## src/design/gwmm_pkg.sv

```systemverilog
// gwmm_pkg: types, constants and state codes of the window min/max filter.
// No dependencies; used by every module of the block.
package gwmm_pkg;

    localparam int unsigned IMAGE_WIDTH  = 512;
    localparam int unsigned IMAGE_HEIGHT = 512;
    localparam int unsigned MAX_WINDOW   = 15;

    localparam logic [7:0] PIX_MAX = 8'd255;
    localparam logic [7:0] PIX_MIN = 8'd0;

    localparam logic [3:0] WINDOW_RESET = 4'd3;

    localparam int unsigned ADDR_W = 3;
    localparam logic REG_WINDOW_SIZE = 1'b0;
    localparam logic REG_OPERATION   = 1'b1;

    typedef struct packed {
        logic [7:0] pixel_in;
        logic       padding;
    } t_pix_in;

    typedef struct packed {
        logic [7:0] pixel_out;
        logic       frame_last;
    } t_pix_out;

    typedef enum logic [2:0] {
        S_IDLE,
        S_CHECK,
        S_RD,
        S_ACC,
        S_OUT
    } t_state;

    typedef struct packed {
        logic accept;
        logic init;
        logic acc;
        logic step;
        logic emit;
    } t_cmd;

    typedef struct packed {
        logic emit_due;
        logic last;
    } t_status;

endpackage

```

## src/design/gwmm_ctrl.sv

```systemverilog
// gwmm_ctrl: sequencer for accept, window scan and result handoff.
// Depends on gwmm_pkg.
module gwmm_ctrl (
    input  logic              i_clk,
    input  logic              i_rst_n,
    input  logic              i_in_valid,
    output logic              o_in_stall,
    output logic              o_out_valid,
    input  logic              i_out_stall,
    input  gwmm_pkg::t_status i_status,
    output gwmm_pkg::t_cmd    o_cmd
);

    gwmm_pkg::t_state r_state, n_state;

    always_ff @(posedge i_clk) begin
        if (!i_rst_n) begin
            r_state <= gwmm_pkg::S_IDLE;
        end else begin
            r_state <= n_state;
        end
    end

    always_comb begin
        n_state = r_state;
        unique case (r_state)
            gwmm_pkg::S_IDLE:  if (i_in_valid) n_state = gwmm_pkg::S_CHECK;
            gwmm_pkg::S_CHECK: n_state = i_status.emit_due ? gwmm_pkg::S_RD : gwmm_pkg::S_IDLE;
            gwmm_pkg::S_RD:    n_state = gwmm_pkg::S_ACC;
            gwmm_pkg::S_ACC:   n_state = i_status.last ? gwmm_pkg::S_OUT : gwmm_pkg::S_RD;
            gwmm_pkg::S_OUT:   if (!i_out_stall) n_state = gwmm_pkg::S_IDLE;
            default:           n_state = gwmm_pkg::S_IDLE;
        endcase
    end

    always_comb begin
        o_cmd       = '0;
        o_in_stall  = 1'b1;
        o_out_valid = 1'b0;
        unique case (r_state)
            gwmm_pkg::S_IDLE: begin
                o_in_stall   = 1'b0;
                o_cmd.accept = i_in_valid;
            end
            gwmm_pkg::S_CHECK: o_cmd.init = i_status.emit_due;
            gwmm_pkg::S_RD:    o_cmd = '0;
            gwmm_pkg::S_ACC: begin
                o_cmd.acc  = 1'b1;
                o_cmd.step = !i_status.last;
            end
            gwmm_pkg::S_OUT: begin
                o_out_valid = 1'b1;
                o_cmd.emit  = !i_out_stall;
            end
            default: o_cmd = '0;
        endcase
    end

    a_one_cmd: assert property (@(posedge i_clk) disable iff (!i_rst_n)
        $onehot0({o_cmd.accept, o_cmd.init, o_cmd.acc, o_cmd.emit}))
        else $error("more than one datapath command");
    a_accept_check: assert property (@(posedge i_clk) disable iff (!i_rst_n)
        o_cmd.accept |=> r_state == gwmm_pkg::S_CHECK)
        else $error("accept not followed by check");
    a_emit_idle: assert property (@(posedge i_clk) disable iff (!i_rst_n)
        o_cmd.emit |=> (r_state == gwmm_pkg::S_IDLE && !o_out_valid))
        else $error("result not retired after handoff");

endmodule
```

## config.mk

```make
export PLATFORM = sky130hd
export DESIGN_NAME = gwmm_ctrl
export DESIGN_NICKNAME = d
export VERILOG_FILES = /design/src/design/gwmm_pkg.sv /design/src/design/gwmm_ctrl.sv
export SDC_FILE = /design/constraint.sdc
export NUM_CORES = 1
export LEC_CHECK = 0
export BUFFER_PORTS_ARGS = -buffer_cell sky130_fd_sc_hd__buf_2
export CAP_MARGIN = 20
export CORE_AREA = 2 2 39 41
export DETAILED_ROUTE_END_ITERATION = 8
export DIE_AREA = 0 0 41 43
export GPL_TIMING_DRIVEN = 0
export HOLD_SLACK_MARGIN = 0.12
export SYNTH_ARGS = -nofsm -noshare
export SYNTH_HDL_FRONTEND = slang
export SYNTH_SLANG_ARGS = --single-unit
```

## constraint.sdc

```tcl
create_clock -name i_clk -period 1.2 [get_ports i_clk]
set_clock_uncertainty 0.05 [all_clocks]
set_input_delay 0.24 -clock i_clk [delete_from_list [all_inputs] [get_ports i_clk]]
set_output_delay 0.24 -clock i_clk [all_outputs]
set_load 0.01 [all_outputs]
```

## Yosys cells after proc, flatten, opt, wreduce, memory -nomap -nowiden

Cells that the tools add are included.

| storage, ports and cells | value |
|---|---|
| flip-flop bits (word level) | 3 |
| logic and storage cells | 22 |
| input port bits | 6 |

| cells by class | value |
|---|---|
| mux-type cells | 11 |
| reduce and logical (&&, ||, !) cells | 4 |
| eq/ne operators | 6 |

Operator list:

| operator | count |
|---|---|
| $pmux 3 s5 | 1 |
| $mux 3 | 3 |
| $eq 3x2->1 const B | 2 |
| $mux 1 | 5 |
| $mux 2 | 2 |
| $ne 2x2->1 const B | 2 |
| $eq 3x1->1 const B | 1 |
| $eq 3x3->1 const B | 1 |
| $logic_not 3->1 | 1 |
| $logic_not 1->1 | 2 |
| $reduce_and 2->1 | 1 |

## Depth between registers and ports, before layout

Gate-level depths: netlist (run 1).

| depth | value |
|---|---|
| word-level depth | 3 |
| mapped depth | 2 |
| mapped depth without buffers | 2 |

## Worst setup path before layout (run 1)

No wires, ideal clock.

| path | value |
|---|---|
| path type | reg2out |
| start | register r_state[0] |
| end | output port o_cmd[4] (netlist name) |
| data arrival time | 0.947 ns |
| data required time | 0.910 ns |
| path buffers | 0 |
| stages on the path, launching flop included | 3 |
| slack | -0.037 ns |
| cell sequence | dfxtp_1 -> or3_1 -> nor2_1 |

RTL lines:

| what | RTL line | RTL |
|---|---|---|
| from (decl) | gwmm_ctrl.sv:14 | `gwmm_pkg::t_state r_state, n_state;` |
| from (signal assigned) | gwmm_ctrl.sv:18 | `r_state <= gwmm_pkg::S_IDLE;` |
| from (signal assigned) | gwmm_ctrl.sv:20 | `r_state <= n_state;` |
| to (decl) | gwmm_ctrl.sv:11 | `output gwmm_pkg::t_cmd o_cmd` |

==> metrics.txt, run 1 <==
First-pass DRT Iterations 1; unrepaired setup endpoints after global routing yes; Starting Density 0.122; cell taking the most area after synthesis dfxtp_1; TritonCTS buffer count 3; status finished with violations; CTS Sinks 3; Ys Warns 0; max cap viols 0; Highest Clock Rate 684 MHz; total die area roughly 0.0018 mm²; CP max stage delay 390 ps; # IOs 13; VDD IR max slightly below 0.3 mV; final setup fails 7; Worst Hold Depth 3; port bufs 12; setup TNS -1450 ps; Hold Crit Class primary input to flip-flop; Filler Cells Inserted roughly 170; Slew @ Worst Pin approximately 140 ps; area fraction of the dominant cell type after synthesis 0.356; Syn Nets 28; initial antenna violation count 0; leak pwr 0.187 nW; GR Overflow Total 0; syn_area_per_cell about 7.7 µm²; Buf/Inv on CP 1; Crit path arrival time 1170 ps; Core Util, Final 0.239; Worst-path clk slew 40 ps; violated checks negative setup slack; count leader, synth nor2_1; fraction of the cycle the final worst path needs 1.22; synthesis-stage register bit count 3; Worst path depth 3; Final Instance Area 330 µm²; CP delay by family, top simple AND/OR/NAND/NOR gates; placed cell area between 200 and 300 µm²; post-layout min period between 1000 and 1500 ps; pwr/cell area 1050 mW/mm²; Avg WL per Cell about 7.7 µm; core box area 0.00138 mm²; EDFF count, synth 0; Top FF cell, synth dfxtp_1; max-slew violations 0; FF-to-FF path depth 5; first-pass GRT wire length between 700 and 800 µm; routed wire length 452 µm; total power 0.346 mW; Crit. End Element output pin; mapped cell area approximately 170 µm²; die height 43 µm; Initial DRC Count 0; Synth cell types 12; gpl congestion 0.649; Post-synth ARST share 0; Die X 41 µm; CTS Hold Bufs 0; final hold violations 0; CTS Buffer Depth 2; Area Overhead vs Synth 95.6%; CTS tree done; vias post-DR 214; startpoint types flip-flop; Routed Antenna Nets 0; worst skew pair latency 230 ps; Slew headroom 0.905; HPWL after detailed placement between 300 and 400 µm; slowest stage cell on the critical path or3b_4; share of layout cells above drive strength 1 0.651; final net count 50; gr usage total 0.0652; Fin Hold WS 245 ps; largest net degree at the start of global routing 7; sequential fraction of the synthesis area 0.356; Crit Path Max Fanout 4; CP Cell Sequence or3b_4 > nor2_1 > buf_2; H-tree depth 1; Req. time, crit path ~910 ps; vias in the first global route 209; final worst-path setup slack -262 ps; Post-synth top cells nor2_1 (5), dfxtp_1 (3), inv_1 (3); vias per cell 3.63; Diodes inserted 0; Synth area leaders dfxtp_1 (36%), nor2_1 (11%), nand3b_1 (8.9%); Most flops, register r_state; DRC viols 0; Worst Path Class, Setup flip-flop to output pin; max reg flops 3; Root Buffer clkbuf_4; gate count of the mapped netlist 22; biggest regs r_state (3); FP Rows 14
-- worst min-delay path: cells and delay by family --
kind,cells,cell delay (ps)
and+or+nand+nor,1,60
buffers and inverters,1,100
AOI/OAI and AO/OA,1,70
-- worst paths after layout --
path	start	to	slack [ps]
max	r_state[2]$_SDFFE_PN0P_	o_cmd[0]	-260
min	i_out_stall	r_state[2]$_SDFFE_PN0P_	240
max reg2reg	r_state[2]$_SDFFE_PN0P_	r_state[2]$_SDFFE_PN0P_	70
min reg2reg	r_state[0]$_SDFFE_PN0P_	r_state[0]$_SDFFE_PN0P_	430
-- layout by cell type, fill, tap and decap left out, drive strengths merged --
| cell | instances |
|---|---|
| a21bo | 1 |
| a21oi | 1 |
| buf | 17 |
| clkbuf | 4 |
| dfxtp | 3 |
| inv | 3 |
| nand2 | 2 |
| nand2b | 1 |
| nand3b | 2 |
| nor2 | 5 |
| nor3 | 1 |
| o22ai | 1 |
| or3 | 1 |
| or3b | 1 |
-- stage by stage --
step / std cells / worst slack, ps
after global placement: 50 / -67.4
after detailed placement: 50 / -74.4
after floorplan: 22 / 1.44
after CTS: 58 / -282
after global routing: 59 / -325
final: 59 / -262
-- where the power goes --
part           switching (mW)  total, mW  internal [mW]
registers             0.00578      0.112          0.106
clock network          0.0478      0.172          0.124
logic                  0.0257     0.0616         0.0359
total                  0.0793      0.346          0.266
-- kinds of logic (layout without fill, tap and decap cells) --
kind of cell	count (synthesis)	after routing	synth area share
simple gates	13	13	0.415
flops	3	3	0.356
compound gates	3	3	0.163
buf+inv	3	24	0.0667
-- final cells by class --
cell class	instances	area, µm²	area share
flip-flops and latches	3	63.8	0.193
well taps	16	20.0	0.0606
inverters	3	11.3	0.0341
repair buffers	17	104	0.314
multi-input cells	16	105	0.318
clock buffers	4	26.3	0.0795
-- metal layers --
| layer | routed length [µm] | vias up | GRT usage |
|---|---|---|---|
| li1 | - | 114 | - |
| met1 | 171 | 93 | 0.0545 |
| met2 | 241 | 7 | 0.103 |
| met3 | 39 | 0 | 0.0471 |
| met4 | 0 | 0 | 0.0400 |
| met5 | 0 | - | 0 |
-- repair_timing --
action	in CTS	in global routing
setup buffers	4	1
gates resized for setup	4	0
endpoints found under the setup margin	7	7
pin swaps	1	1
Note: power is estimated with default switching activity, not from simulation.
==> run 2, diff against run 1 <==
--- a/config.mk
+++ b/config.mk
@@ -8,6 +8,7 @@
 export BUFFER_PORTS_ARGS = -buffer_cell sky130_fd_sc_hd__buf_2
 export CAP_MARGIN = 20
 export CORE_AREA = 2 2 39 41
+export CTS_CLUSTER_SIZE = 28
 export DETAILED_ROUTE_END_ITERATION = 8
 export DIE_AREA = 0 0 41 43
 export GPL_TIMING_DRIVEN = 0
==> constraint.sdc (replaced) <==
create_clock -name i_clk -period 1.66 [get_ports i_clk]
set_clock_uncertainty 0.05 [all_clocks]
set_input_delay 0.332 -clock i_clk [delete_from_list [all_inputs] [get_ports i_clk]]
set_output_delay 0.332 -clock i_clk [all_outputs]
set_load 0.05 [all_outputs]
==> run 2 against run 1 <==
Compared with the run above:
- the run now ends clean
- sequential share of layout area up 0.062 points
- clock power is 27% lower
- critical path depth unchanged
- via count shrank 6.5%
- first-iteration DRC count increased by 1
- sequential power is 28% lower
- combinational power is 0.6% lower
- die area is the same
- non-clock buffer count decreased by 4
- flip-flop and latch count is the same
- largest cell class unchanged
- largest power group unchanged
==> metrics.txt, run 2 (synthesized netlist as in run 1, its figures left out) <==
vias in the first global route 197 (was 209); Psw 0.0797 mW (was 0.0793 mW); unrepaired setup endpoints after global routing yes (unchanged); reg2reg start r_state[0]$_SDFFE_PN0P_ (was r_state[2]$_SDFFE_PN0P_); DRC viols 0 (unchanged); Worst-path clk slew 30 ps (was 40 ps); startpoint types flip-flop (unchanged); dpl cells 50 (unchanged); port bufs 12 (unchanged); non-filler instance count after layout 55 (was 59); GR Overflow Total 0 (unchanged); Gate power share 0.230 (was 0.178); status finished clean (was finished with violations); CTS tree done (unchanged); FP Rows 14 (unchanged); most common cell after layout, fill and taps aside buf_2 (unchanged); Hold Crit Class primary input to flip-flop (unchanged); Area Overhead vs Synth 91.1% (was 95.6%); critical hold path startpoint i_in_valid (was i_out_stall); switching part of the total 0.299 (was 0.229); setup TNS 0 ps (was -1450 ps); Crit path arrival time 1240 ps (was 1170 ps); Avg WL per Cell 7.93 µm (was 7.66 µm); Highest Clock Rate 618 MHz; TritonCTS buffer count 3 (unchanged); commonest cells after routing, fill and taps aside buf_2 (9), inv_1 (3), nor2_1 (3), clkbuf_4 (3) (was buf_2 (11), buf_4 (5), nor2_1 (4)); Final Instance Area 323 µm² (was 330 µm²); Starting Density 0.122 (unchanged); first-pass GRT wire length 710 µm (was 731 µm); Pint 0.187 mW (was 0.266 mW); Slew headroom 0.833 (was 0.905); post-layout min period 1620 ps; Most flops, register r_state (unchanged); Crit. End Element output pin (unchanged); CP Launch Point r_state[0]$_SDFFE_PN0P_ (was r_state[2]$_SDFFE_PN0P_); CP max stage delay 420 ps (was 390 ps); routed wire length 436 µm (was 452 µm); vias post-DR 200 (was 214); CTS Sinks 3 (unchanged); CP Cell Sequence or3_1 > nor2_4 > buf_6 (was or3b_4 > nor2_1 > buf_2); initial antenna violation count 0 (unchanged); Routed Antenna Nets 0 (unchanged); worst skew pair latency 230 ps (about the same); sequential group share of total power 0.302 (was 0.323); Filler Cells Inserted 157 (was 169); # IOs 13 (unchanged); Req. time, crit path 1280 ps (was 910 ps); final setup fails 0 (was 7); max-slew violations 0 (unchanged); H-tree depth 1 (unchanged); max reg flops 3 (unchanged); pwr/cell area 826 mW/mm² (was 1050 mW/mm²); final net count 46 (was 50); vias per cell 3.64 (was 3.63); total power 0.267 mW (was 0.346 mW); final hold violations 0 (unchanged); clock power share 0.468 (was 0.498); CTS Buffer Depth 2 (unchanged); core box area 0.00138 mm² (unchanged); max cap viols 0 (unchanged); gr usage total 0.0653 (was 0.0652); VDD IR max 0.144 mV (was 0.292 mV); Diodes inserted 0 (unchanged); Crit Path Max Fanout 6 (was 4); Root Buffer clkbuf_4 (unchanged); largest net degree at the start of global routing 7 (unchanged); First-pass DRT Iterations 2 (was 1); fraction of the cycle the final worst path needs 0.974; Die X 41 µm (unchanged); placed cell area 259 µm² (was 256 µm²); Slew @ Worst Pin 253 ps (was 141 ps); slowest stage cell on the critical path or3_1 (was or3b_4); gpl congestion 0.613 (was 0.649); Worst Path Class, Setup flip-flop to output pin (unchanged); share of layout cells above drive strength 1 0.590 (was 0.651); Initial DRC Count 1 (was 0); Core Util, Final 0.233 (was 0.239); biggest regs r_state (3) (unchanged); die height 43 µm (unchanged); leak pwr 0.171 nW (was 0.187 nW); total die area 0.00176 mm² (unchanged)
[run 2: cell type report]
type	instances	area, µm²	area share
repair buffers	13	90.1	0.279
inverters	3	11.3	0.0349
flip-flops and latches	3	62.6	0.194
well taps	16	20.0	0.0620
multi-input cells	16	113	0.349
clock buffers	4	26.3	0.0814
[run 2: path summary, 6_finish.rpt]
kind | endpoint | slack, ps | depth (start not counted)
setup / recovery | o_cmd[4] | 40 | 3
hold / removal | r_state[0]$_SDFFE_PN0P_ | 330 | 3
setup reg to reg | r_state[2]$_SDFFE_PN0P_ | 480 | 3
hold reg to reg | r_state[0]$_SDFFE_PN0P_ | 410 | 1
[run 2: power by group through the flow]
stage / registers [mW] / clock network [mW] / logic (mW)
after floorplan: 0.0802 / 0 / 0.0422
after global placement: 0.0810 / 0 / 0.0571
after detailed placement: 0.0811 / 0 / 0.0575
after CTS: 0.0801 / 0.134 / 0.0610
after global routing: 0.0815 / 0.133 / 0.0649
final: 0.0805 / 0.125 / 0.0612
[run 2: timing repair]
item / 4_1_cts / 5_1_grt
hold buffers: 0 / 0
pin swaps: 1 / 1
buffers inserted: 0 / 1
resized for setup: 6 / 4
endpoints found under the setup margin: 3 / 3
[run 2: layer usage]
| layer | track usage | share of wire | vias to the layer above |
|---|---|---|---|
| met3 | 0.0314 | 0.099 | 0 |
| met5 | 0 | 0 | - |
| met4 | 0.0800 | 0 | 0 |
| met2 | 0.0938 | 0.58 | 6 |
| met1 | 0.0547 | 0.32 | 87 |
| li1 | - | - | 107 |
[run 2: worst max-delay path: cells and delay by family (launching register included)]
kind | cells | cell delay [ps]
buf+inv | 1 | 160
flops | 1 | 330
simple gates | 2 | 520
[run 2: metrics by stage]
step | setup WS, ps | hold slack [ps]
final | 42.3 | 334
after global routing | 3.85 | 354
after CTS | 4.59 | 328
after detailed placement | 172 | 470
after global placement | 176 | 466
after floorplan | -37.8 | 432
